## src/rtl/isa_pkg.sv

```systemverilog
// ============================================================================
// isa_pkg - shared types and constants for the indexed shift array
// Field widths, operation and status codes, cell commands, the controller
// states and the sizing functions of the registered read tree.
// ============================================================================
package isa_pkg;

    // Transaction field widths (fixed by the interface)
    localparam int FUNC_W     = 3;
    localparam int POSITION_W = 9;
    localparam int WORD_W     = 32;
    localparam int COUNT_W    = 9;
    localparam int STATUS_W   = 2;

    // Internal index width: covers any capacity up to 65536 plus one
    localparam int POS_W = 17;

    // Read tree fan-in per registered level
    localparam int TREE_RADIX_BITS = 4;
    localparam int TREE_RADIX      = 1 << TREE_RADIX_BITS;

    typedef enum logic [FUNC_W-1:0] {
        OP_APPEND = 3'd0,
        OP_READ   = 3'd1,
        OP_WRITE  = 3'd2,
        OP_INSERT = 3'd3,
        OP_DELETE = 3'd4
    } op_t;

    typedef enum logic [STATUS_W-1:0] {
        ST_OK    = 2'd0,
        ST_RANGE = 2'd1,
        ST_FULL  = 2'd2
    } status_t;

    typedef enum logic [1:0] {
        CMD_NONE,
        CMD_WRITE,
        CMD_INSERT,
        CMD_DELETE
    } cell_cmd_t;

    typedef struct packed {
        cell_cmd_t        kind;
        logic [POS_W-1:0] pos;
        logic [POS_W-1:0] len;
    } cell_ctrl_t;

    typedef enum logic [1:0] {
        S_IDLE,
        S_EXEC,
        S_WAIT,
        S_OUT
    } fsm_t;

    // Node count of tree level lvl (level 0 = leaves)
    function automatic int tree_nodes(input int n, input int lvl);
        int m;
        m = n;
        for (int i = 0; i < lvl; i++) begin
            m = (m + TREE_RADIX - 1) >> TREE_RADIX_BITS;
        end
        return m;
    endfunction

    // Number of registered levels down to a single root (at least one)
    function automatic int tree_levels(input int n);
        int m;
        int c;
        m = n;
        c = 0;
        do begin
            m = (m + TREE_RADIX - 1) >> TREE_RADIX_BITS;
            c++;
        end while (m > 1);
        return c;
    endfunction

    // Flat offset of level lvl (lvl >= 1) in the tree register array
    function automatic int tree_offset(input int n, input int lvl);
        int s;
        s = 0;
        for (int i = 1; i < lvl; i++) begin
            s += tree_nodes(n, i);
        end
        return s;
    endfunction

endpackage

```

## src/rtl/isa_cell.sv

```systemverilog
// ============================================================================
// isa_cell - one element slot of the shift array
// Holds one word; loads the broadcast word, its lower neighbor (insert)
// or its upper neighbor (delete). Drives its word onto the read tree when
// its index matches the requested position.
// ============================================================================
module isa_cell #(
    parameter int DATA_WIDTH = 32,
    parameter int INDEX      = 0
) (
    input  logic                     clk,
    input  isa_pkg::cell_ctrl_t      ctrl,
    input  logic [DATA_WIDTH-1:0]    word,
    input  logic [DATA_WIDTH-1:0]    lower_data,
    input  logic [DATA_WIDTH-1:0]    upper_data,
    output logic [DATA_WIDTH-1:0]    data,
    output logic [DATA_WIDTH-1:0]    leaf
);

    localparam logic [isa_pkg::POS_W-1:0] IDX = isa_pkg::POS_W'(INDEX);

    logic [DATA_WIDTH-1:0] data_reg;
    logic [DATA_WIDTH-1:0] data_next;
    logic                  hit;

    assign hit = (IDX == ctrl.pos);

    always_comb
    begin
        data_next = data_reg;
        case (ctrl.kind)
            isa_pkg::CMD_WRITE:
            begin
                if (hit)
                begin
                    data_next = word;
                end
            end
            isa_pkg::CMD_INSERT:
            begin
                if (hit)
                begin
                    data_next = word;
                end
                else if ((IDX > ctrl.pos) && (IDX <= ctrl.len))
                begin
                    data_next = lower_data;
                end
            end
            isa_pkg::CMD_DELETE:
            begin
                if ((IDX >= ctrl.pos) && ((IDX + 1'b1) < ctrl.len))
                begin
                    data_next = upper_data;
                end
            end
            default:
            begin
                data_next = data_reg;
            end
        endcase
    end

    // Payload only, no reset
    always_ff @(posedge clk)
    begin
        data_reg <= data_next;
    end

    assign data = data_reg;
    assign leaf = hit ? data_reg : '0;

endmodule

```

## config.mk

```make
export PLATFORM = sky130hd
export DESIGN_NAME = isa_cell
export DESIGN_NICKNAME = d
export VERILOG_FILES = /design/src/rtl/isa_pkg.sv /design/src/rtl/isa_cell.sv
export SDC_FILE = /design/constraint.sdc
export NUM_CORES = 1
export LEC_CHECK = 0
export BUFFER_PORTS_ARGS = -buffer_cell sky130_fd_sc_hd__buf_2
export CAP_MARGIN = 0
export CELL_PAD_IN_SITES_DETAIL_PLACEMENT = 2
export CELL_PAD_IN_SITES_GLOBAL_PLACEMENT = 2
export CORE_MARGIN = 2
export CORE_UTILIZATION = 19
export DETAILED_ROUTE_END_ITERATION = 10
export PLACE_DENSITY_LB_ADDON = 0.3
export SYNTH_ARGS = -nofsm -noshare
export SYNTH_HDL_FRONTEND = slang
export SYNTH_SLANG_ARGS = --single-unit
```

## constraint.sdc

```tcl
create_clock -name clk -period 3.61 [get_ports clk]
set_clock_uncertainty 0.1 [all_clocks]
set_input_delay 0.1805 -clock clk [delete_from_list [all_inputs] [get_ports clk]]
set_output_delay 0.1805 -clock clk [all_outputs]
set_load 0.03 [all_outputs]
```

* Word level (Yosys, flattened, before mapping)
Index checks and enable logic that the tools add are counted.
** Cells by class
- Add/subtract/negate cells :: 0
- Multiply operators :: 0
- Div/mod/pow operators :: 0
- Magnitude comparators :: 4
- Eq/ne operators :: 6
- Shifts and indexed selects :: 0
- Multiplexer cells :: 6
- Bitwise gates (word level) :: 0
- Reductions and logical operators :: 5
** Operator list (number)
- $mux 32 :: 5
- $pmux 32 s3 :: 1
- $ge 1x17->1 const A :: 1
- $gt 1x17->1 const A :: 1
- $le 1x17->1 const A :: 1
- $logic_not 17->1 :: 1
- $lt 1x17->1 const A :: 1
- $eq 2x2->1 const B :: 2
- $ne 2x2->1 const B :: 2
- $reduce_and 4->1 :: 1
- $ne 3x3->1 const B :: 1
- $reduce_bool 3->1 :: 1
- $eq 2x1->1 const B :: 1
- $logic_and 1x1->1 :: 2
** Word-level totals
- Register bits after elaboration :: 32
- Bits in latches :: 0
- Memory bits (writable) :: 0
- ROM bits :: 0
- Bits of input ports :: 133
- Output and inout bits :: 64
- Memories kept :: 0

* Depth between registers and ports, before layout
Gate-level depths: netlist of the first run.
- Depth after elaboration :: 5
- Gate-level depth with buffers :: 6
- Mapped depth without buffers :: 4

* Least setup slack after synthesis of the first run
Ideal clock, no wire load.
- Path kind :: in2reg
- Start :: input port ctrl[35] (netlist name)
- End :: register data_reg[0], in the netlist data[0], enable pin
- Library setup time :: 0.461 ns
- Arrival :: 3.127 ns
- Data required time :: 3.049 ns
- Slack :: -0.078 ns
- Stages :: 5
- Buffers on the path :: 3
- Cell sequence :: buf_2 > buf_2 > buf_1 > o22ai_1 > nor3_1
** Between the ends
- Cells in the longest elaborated chain, start to end :: 3
- Elaborated cells on any way between the ends :: 8
- Those cells by class :: eq/ne (6); reduce/logical (2)
** RTL lines
- from (decl) :: line isa_cell.sv:12 : input isa_pkg::cell_ctrl_t ctrl,
- $eq 2x2->1 or $eq 2x1->1 (tied branches) :: line isa_cell.sv:31 : case (ctrl.kind)
- $ne 3x3->1 (no source line) (tied with other cells)
- $reduce_and 4->1 (no source line) *
- to (signal assigned) :: line isa_cell.sv:67 : data_reg <= data_next;
- to (decl) :: line isa_cell.sv:22 : logic [DATA_WIDTH-1:0] data_reg;
Mark *: on every way between the ends. The rest lies on a longest branch, timed or not.
A chain may end at the register's enable or synchronous reset.

* Worst setup path after layout of the first run
- Start :: input port ctrl[19] (netlist name)
- End :: output port leaf[26]
** Between the ends
- Cells in the longest elaborated chain, start to end :: 2
** RTL lines
- $logic_not 17->1 :: line isa_cell.sv:26 : assign hit = (IDX == ctrl.pos);
- $mux 32 :: line isa_cell.sv:71 : assign leaf = hit ? data_reg : '0;
- to (decl) :: line isa_cell.sv:17 : output logic [DATA_WIDTH-1:0] leaf
Every way passes these cells.

==> run metrics, run 1 <==
row count=43; Port Buffers=between 150 and 200; Inserted Diodes=0; pwr dens=271 nW/um2; Root Buffer=clkbuf_16; pin count of the biggest net entering global routing=55; GRT Util Overall=0.143; Die Y=122 um; vias in the first global route=3204; synth-to-layout area growth=45.8%; Vias/cell=4.86; RSZ-0062 raised after global routing=false; Synth warnings=0; post-synthesis area per instance=9.31 um2; internal power=0.000777 W; Netlist cell types=22; CTS tree=yes; max-cap violation count=0; GR Overflow Total=0; initial antenna violation count=0; Synth Cell Area=approximately 2600 um2; Slew @ Worst Pin=roughly 960 ps; wire per inst=17.3 um; antenna viol nets, final=0; violation count after the first detailed-route iteration=95; Largest register FFs=32; most common cell after layout, fill and taps aside=buf_2; Final #Nets=590; post-CTS setup buffer count=0; Slew Limit Fails=0; CP endpoint kind=output port; synth top area cells=edfxtp_1, a221o_1, o221ai_1; Hold Fails Final Rpt=0; leak pwr=1.88 nW; Final WS setup=1400 ps; most frequent cells in the layout=buf_2, nand3_1, and3_1; cell taking the most area after synthesis=edfxtp_1; Clk pwr share=0.394; initial core utilization=0.192; proportion of layout cells with a drive suffix above 1=0.468; CTS Buf Count=5; Mapped Nets=416; switching power share of the total=0.252; critical path type=input port to output port; Die Width=~120 um; clock sink total=32; Initial DRT Pass Iterations=4; DR DRC count=0; Worst Path Max Fanout=53; HP Class=input port to register; area share of the largest cell type after synthesis=0.365; CTS clk-pin slew, worst paths=60 ps; Die Footprint=14800 um2; #FFs+latches synth=32; Seq pwr share=0.399; pre-CTS setup slack=1080 ps; vias=3094; Fmax achieved=approximately 450 MHz; status=finished clean; htree depth=2; sequential share of the synthesized area=0.365; CP arrival=1930 ps; fin crit period=2210 ps; placed cell count=630; worst endpoint required time=3330 ps; final WL=11000 um; CP startpoint kind=input port; Core ar.=between 10000 and 15000 um2; peak supply drop=between 100 and 150 uV; switching pwr=0.000262 W; top-level I/O count=197; first-pass GRT wire length=16600 um; crit share post-route=0.613; Final setup viols=0; combinational share of power=0.207; Post-CTS Resized=0; hold_buf cts=0; Setup TNS Final=0 ps; Synth Instances=283; placer congestion estimate=0.670; dpl hpwl=between 8000 and 9000 um; CTS Buffer Depth=2; final hold slack=between 100 and 150 ps; Layout Cells excl Fill=between 600 and 700; Slew headroom=0.358
## synthesized netlist by cell type
cell type and n:
nor4_1 2, o22ai_1 1, nor3b_4 1, nor3_1 3, nor2_1 6, buf_2 9
a211o_1 1, nor3_4 1, o221ai_1 31, buf_6 7, buf_1 2, and3_1 34
nor4b_1 1, a221o_1 31, a21oi_1 1, nand3b_1 32, o21ai_0 1, clkbuf_1 17
nand3_1 36, edfxtp_1 32, inv_1 32, nor4_2 2
## worst max-delay path, cell delays in order
cell and delay (ps):
buf_2 90, nor2_1 120, and3_2 850, buf_4 310, and3_1 170, buf_2 190
## kinds of logic (layout without fill, tap and decap cells)
group                  Yosys count  after routing  synth area share
AO/OA/AOI/OAI                   66             66             0.230
flip-flops                      32             32             0.365
buffers and inverters           67            241             0.120
AND/OR/NAND/NOR                118            118             0.285
## metrics by stage
step / area [um2] / utilization / total power, W
after CTS: 3840 / 0.280 / 0.00106
after floorplan: 2640 / - / 0.000536
after global placement: 3710 / 0.270 / 0.000629
final: 3840 / 0.280 / 0.00104
after detailed placement: 3710 / 0.270 / 0.000643
after global routing: 3840 / 0.280 / 0.00110
## worst paths after layout
path	depth (start not counted)	startpoint	endpoint	slack, ps
max	6	ctrl[19]	leaf[26]	1400
min	2	lower_data[2]	data[2]	110
## routing by layer
layer | wire length (um) | track usage | vias up
met1 | 4380 | 0.159 | 1499
met2 | 5840 | 0.273 | 113
met5 | 0 | 0 | -
met3 | 716 | 0.0323 | 6
li1 | - | - | 1476
met4 | 117 | 0.0366 | 0
## cell type report
| cell class | instances | area, um2 |
|---|---|---|
| flip-flops and latches | 32 | 961 |
| well taps | 180 | 225 |
| inverters | 32 | 120 |
| repair buffers | 202 | 1030 |
| clock inverters | 1 | 5.00 |
| fillers | 1601 | 9880 |
| clock buffers | 6 | 129 |
| multi-input cells | 184 | 1370 |
## power by group through the flow
stage	Combinational (W)	Sequential [W]	Clock (W)
2_1_floorplan	0.000114	0.000422	0
3_3_place_gp	0.000206	0.000422	0
3_5_place_dp	0.000220	0.000422	0
4_1_cts	0.000220	0.000414	0.000426
5_1_grt	0.000242	0.000414	0.000439
6_report	0.000215	0.000415	0.000410
Note: power is estimated with default switching activity, not from simulation.
==> run 2, diff against run 1 <==
Clock period 3.61 ns to 1.8 ns, I/O delays scaled along.
==> run 2 against run 1 <==
- sequential power grew 100%
- global-route usage up 0.35 points
- final cell count grew 1.7%
- first-iteration DRC count increased by 62%
- largest power group unchanged
- non-clock buffer count is 10 higher
==> run metrics, run 2 (same netlist as run 1, synthesis figures left out) <==
internal power=0.00159 W; Slew @ Worst Pin=378 ps; crit share post-route=0.934; post-CTS setup buffer count=0; Placement Cell Area=3940 um2; row count=43; placed cell count=640; Die Width=122 um; Root Buffer=clkbuf_16; Post-CTS Resized=0; Final setup viols=0; Final Cell Area=4080 um2; RSZ-0062 raised after global routing=false; CP endpoint kind=output port; Multi-input gate area=1410 um2; Seq pwr share=0.394; Vias/cell=4.86; FF/Latch Area=around 960 um2; Port Buffers=195; switching power share of the total=0.247; DR DRC count=0; GR Overflow Total=0; HP Class=input port to register; wire per inst=17.3 um; proportion of layout cells with a drive suffix above 1=0.483; GRT Util Overall=0.147; Fillers=around 1.6k; placer congestion estimate=0.708; Die Y=122 um; Hold Fails Final Rpt=0; CP arrival=1490 ps; first-pass GRT wire length=17300 um; Setup TNS Final=0 ps; CP startpoint kind=input port; final WL=between 10000 and 15000 um; top-level I/O count=197; pwr dens=518 nW/um2; vias in the first global route=between 3k and 4k; CTS tree=yes; Layout Cells excl Fill=648; Die Footprint=about 15000 um2; most frequent cells in the layout=buf_2, nand3_1, and3_1; clock sink total=32; status=finished clean; Worst Path Max Fanout=12; Inserted Diodes=0; Final #Nets=600; synth-to-layout area growth=54.8%; leak pwr=1.97 nW; violation count after the first detailed-route iteration=154; Initial DRT Pass Iterations=2; vias=3148; antenna viol nets, final=0; peak supply drop=265 uV; worst endpoint required time=between 1500 and 2000 ps; most common cell after layout, fill and taps aside=buf_2; htree depth=2; switching pwr=between 0.0005 and 0.0006 W; Clk pwr share=0.385; CTS Buffer Depth=2; dpl hpwl=8790 um; Finished Core Util=0.297; initial core utilization=0.192; Fmax achieved=between 500 and 600 MHz; max-cap violation count=0; critical path type=input port to output port; pin count of the biggest net entering global routing=44; Slew headroom=0.748; hold_buf cts=0; Largest register FFs=32; initial antenna violation count=0; CTS clk-pin slew, worst paths=50 ps; fin crit period=~1700 ps; Slew Limit Fails=0; combinational share of power=0.222; Core ar.=13700 um2; CTS Buf Count=5
run 2: changes by cell type in the layout (fill, tap and decap cells not counted):
cell	previous run	this run
buf_12	0	10
nand3_1	36	34
nand3_2	0	2
nor4_2	2	0
nor4_4	0	2
clkbuf_1	1	2
clkinv_1	0	1
clkinv_2	1	0
o22ai_1	1	0
o22ai_2	0	1
run 2: worst max-delay path, stage by stage:
cell and delay, ps:
buf_2 110, nor4_4 280, and3_1 370, buf_4 250, and3_1 180, buf_2 190
run 2: path summary, 6_finish.rpt:
| path | startpoint | end | slack [ps] | cells past startpoint |
|---|---|---|---|---|
| setup / recovery | ctrl[26] | leaf[21] | 120 | 6 |
| hold / removal | word[9] | data[9] | 30 | 2 |
run 2: per-stage QoR:
step	setup slack [ps]	total power (W)	hold slack, ps
after floorplan	-135	0.00108	204
after global placement	22.9	0.00130	304
after detailed placement	-66.1	0.00133	314
after CTS	87.1	0.00216	23.4
after global routing	52.6	0.00222	28.2
final	119	0.00211	28.5
run 2: routing by layer:
metal  GRT usage  wire [um]  vias to the layer above
met5           0          0                        -
met4      0.0431        149                        0
met3      0.0225        554                        8
met2       0.273       5880                      107
met1       0.173       4620                     1534
li1            -          -                     1499
run 2: area by class of cell:
cell class / instances / share of cell area
sequential: 32 / 0.236
multi-input combinational: 184 / 0.344
tap: 180 / 0.0552
timing repair buffer: 212 / 0.302
clock inverter: 1 / 0.000920
clock buffer: 7 / 0.0325
inverter: 32 / 0.0294
run 2: power by group through the flow:
stage          Combinational [W]  Clock, W  Sequential, W
6_report                0.000469  0.000813       0.000832
5_1_grt                 0.000522  0.000869       0.000831
4_1_cts                 0.000479  0.000846       0.000831
3_5_place_dp            0.000479         0       0.000847
3_3_place_gp            0.000451         0       0.000847
2_1_floorplan           0.000238         0       0.000847
==> run 3, diff against run 2 <==
Settings changed: PLACE_DENSITY_LB_ADDON 0.3 to 0.1.
==> run 3 against run 2 <==
- core utilization is essentially flat
- routed wire length grew 0.55%
- count of clock-buffer cells in the layout shrank 1
- first-iteration DRC count shrank 49%
- sequential power is essentially flat
- sequential share of layout area is essentially flat
- design area grew 0.12%
- non-clock buffer count grew 1
- power shrank 0.26%
- global-route usage grew 0.33 points
- final cell count is the same
- combinational power shrank 3%
- largest cell class unchanged
- highest routed layer unchanged
==> run metrics, run 3 (same netlist as run 1, synthesis figures left out) <==
status=finished clean; vias in the first global route=3296; CP endpoint kind=output port; leak pwr=between 1.5 and 2 nW; Fillers=1605; post-CTS setup buffer count=0; Fmax achieved=598 MHz; critical path type=input port to output port; Largest register FFs=32; Seq pwr share=0.394; hold_buf cts=0; Layout Cells excl Fill=between 600 and 700; Initial DRT Pass Iterations=4; proportion of layout cells with a drive suffix above 1=0.487; switching pwr=0.000529 W; final WL=approximately 11000 um; peak supply drop=247 uV; wire per inst=roughly 17 um; placed cell count=641; CP startpoint kind=input port; HP Class=input port to register; combinational share of power=0.217; GRT Util Overall=0.150; RSZ-0062 raised after global routing=false; Power, Total=between 0.002 and 0.0025 W; Die Width=122 um; Setup TNS Final=0 ps; antenna viol nets, final=0; initial core utilization=0.192; htree depth=2; Final setup viols=0; max-cap violation count=0; Final Cell Area=4080 um2; Hold Fails Final Rpt=0; top-level I/O count=197; GR Overflow Total=0; vias=between 3k and 4k; first-pass GRT wire length=17300 um; Inserted Diodes=0; Clk pwr share=0.389; CTS Buf Count=5; Root Buffer=clkbuf_16; initial antenna violation count=1; Slew @ Worst Pin=294 ps; clock sink total=32; DR DRC count=0; CTS clk-pin slew, worst paths=60 ps; Die Y=~120 um; most common cell after layout, fill and taps aside=buf_2; violation count after the first detailed-route iteration=78; CP arrival=1480 ps; Vias/cell=slightly below 5; synth-to-layout area growth=55.0%; switching power share of the total=0.251; worst endpoint required time=approximately 1600 ps; Final #Nets=roughly 600; pin count of the biggest net entering global routing=40; Post-CTS Resized=0; Placement Cell Area=a little under 4000 um2; Worst Path Max Fanout=20; CTS tree=yes; Slew Limit Fails=0; Die Footprint=14800 um2; CTS Buffer Depth=2; placer congestion estimate=slightly below 0.7; crit share post-route=0.929; Port Buffers=between 150 and 200; pwr dens=516 nW/um2; fin crit period=1670 ps; most frequent cells in the layout=buf_2, nand3_1, and3_1; Core ar.=13700 um2; internal power=0.00158 W; final hold slack=30.3 ps; row count=43; dpl hpwl=8680 um; Slew headroom=0.802
[run 3: changes by cell type in the layout (fill, tap and decap cells not counted), sizes merged]
| cell | previous run | this run |
|---|---|---|
| buf | 212 | 213 |
| clkbuf | 7 | 6 |
[run 3: layer usage]
| layer | track usage | share of wire | vias to the layer above |
|---|---|---|---|
| met4 | 0.0259 | 0.0052 | 0 |
| li1 | - | - | 1494 |
| met2 | 0.269 | 0.51 | 114 |
| met3 | 0.0398 | 0.072 | 2 |
| met5 | 0 | 0 | - |
| met1 | 0.182 | 0.41 | 1531 |
[run 3: worst paths after layout]
check / to / startpoint / depth (start not counted)
setup / recovery: leaf[29] / ctrl[22] / 7
hold / removal: data[9] / lower_data[9] / 2
[run 3: critical path: stages]
cell and delay (ps):
buf_2 110, nor4_4 290, and3_1 310, buf_4 180, buf_12 140, and3_1 160, buf_2 190
[run 3: power groups by stage]
stage / clock network [W] / registers (W) / logic [W]
after floorplan: 0 / 0.000847 / 0.000238
after global placement: 0 / 0.000847 / 0.000443
after detailed placement: 0 / 0.000847 / 0.000466
after CTS: 0.000858 / 0.000831 / 0.000467
after global routing: 0.000879 / 0.000831 / 0.000511
final: 0.000820 / 0.000831 / 0.000457
[run 3: final cells by class]
class,count,area [um2],share of cell area
clock inverters,1,5.00,0.00123
well taps,180,225,0.0551
clock buffers,6,129,0.0316
flip-flops and latches,32,961,0.235
repair buffers,213,1240,0.303
inverters,32,120,0.0294
multi-input cells,184,1410,0.344
[run 3: metrics by stage]
step | worst slack (ps) | util
global route | 6.61 | 0.298
detailed placement | 33.0 | 0.288
finish | 127 | 0.298
floorplan | -135 | -
global placement | 64.8 | 0.288
CTS | 87.1 | 0.298
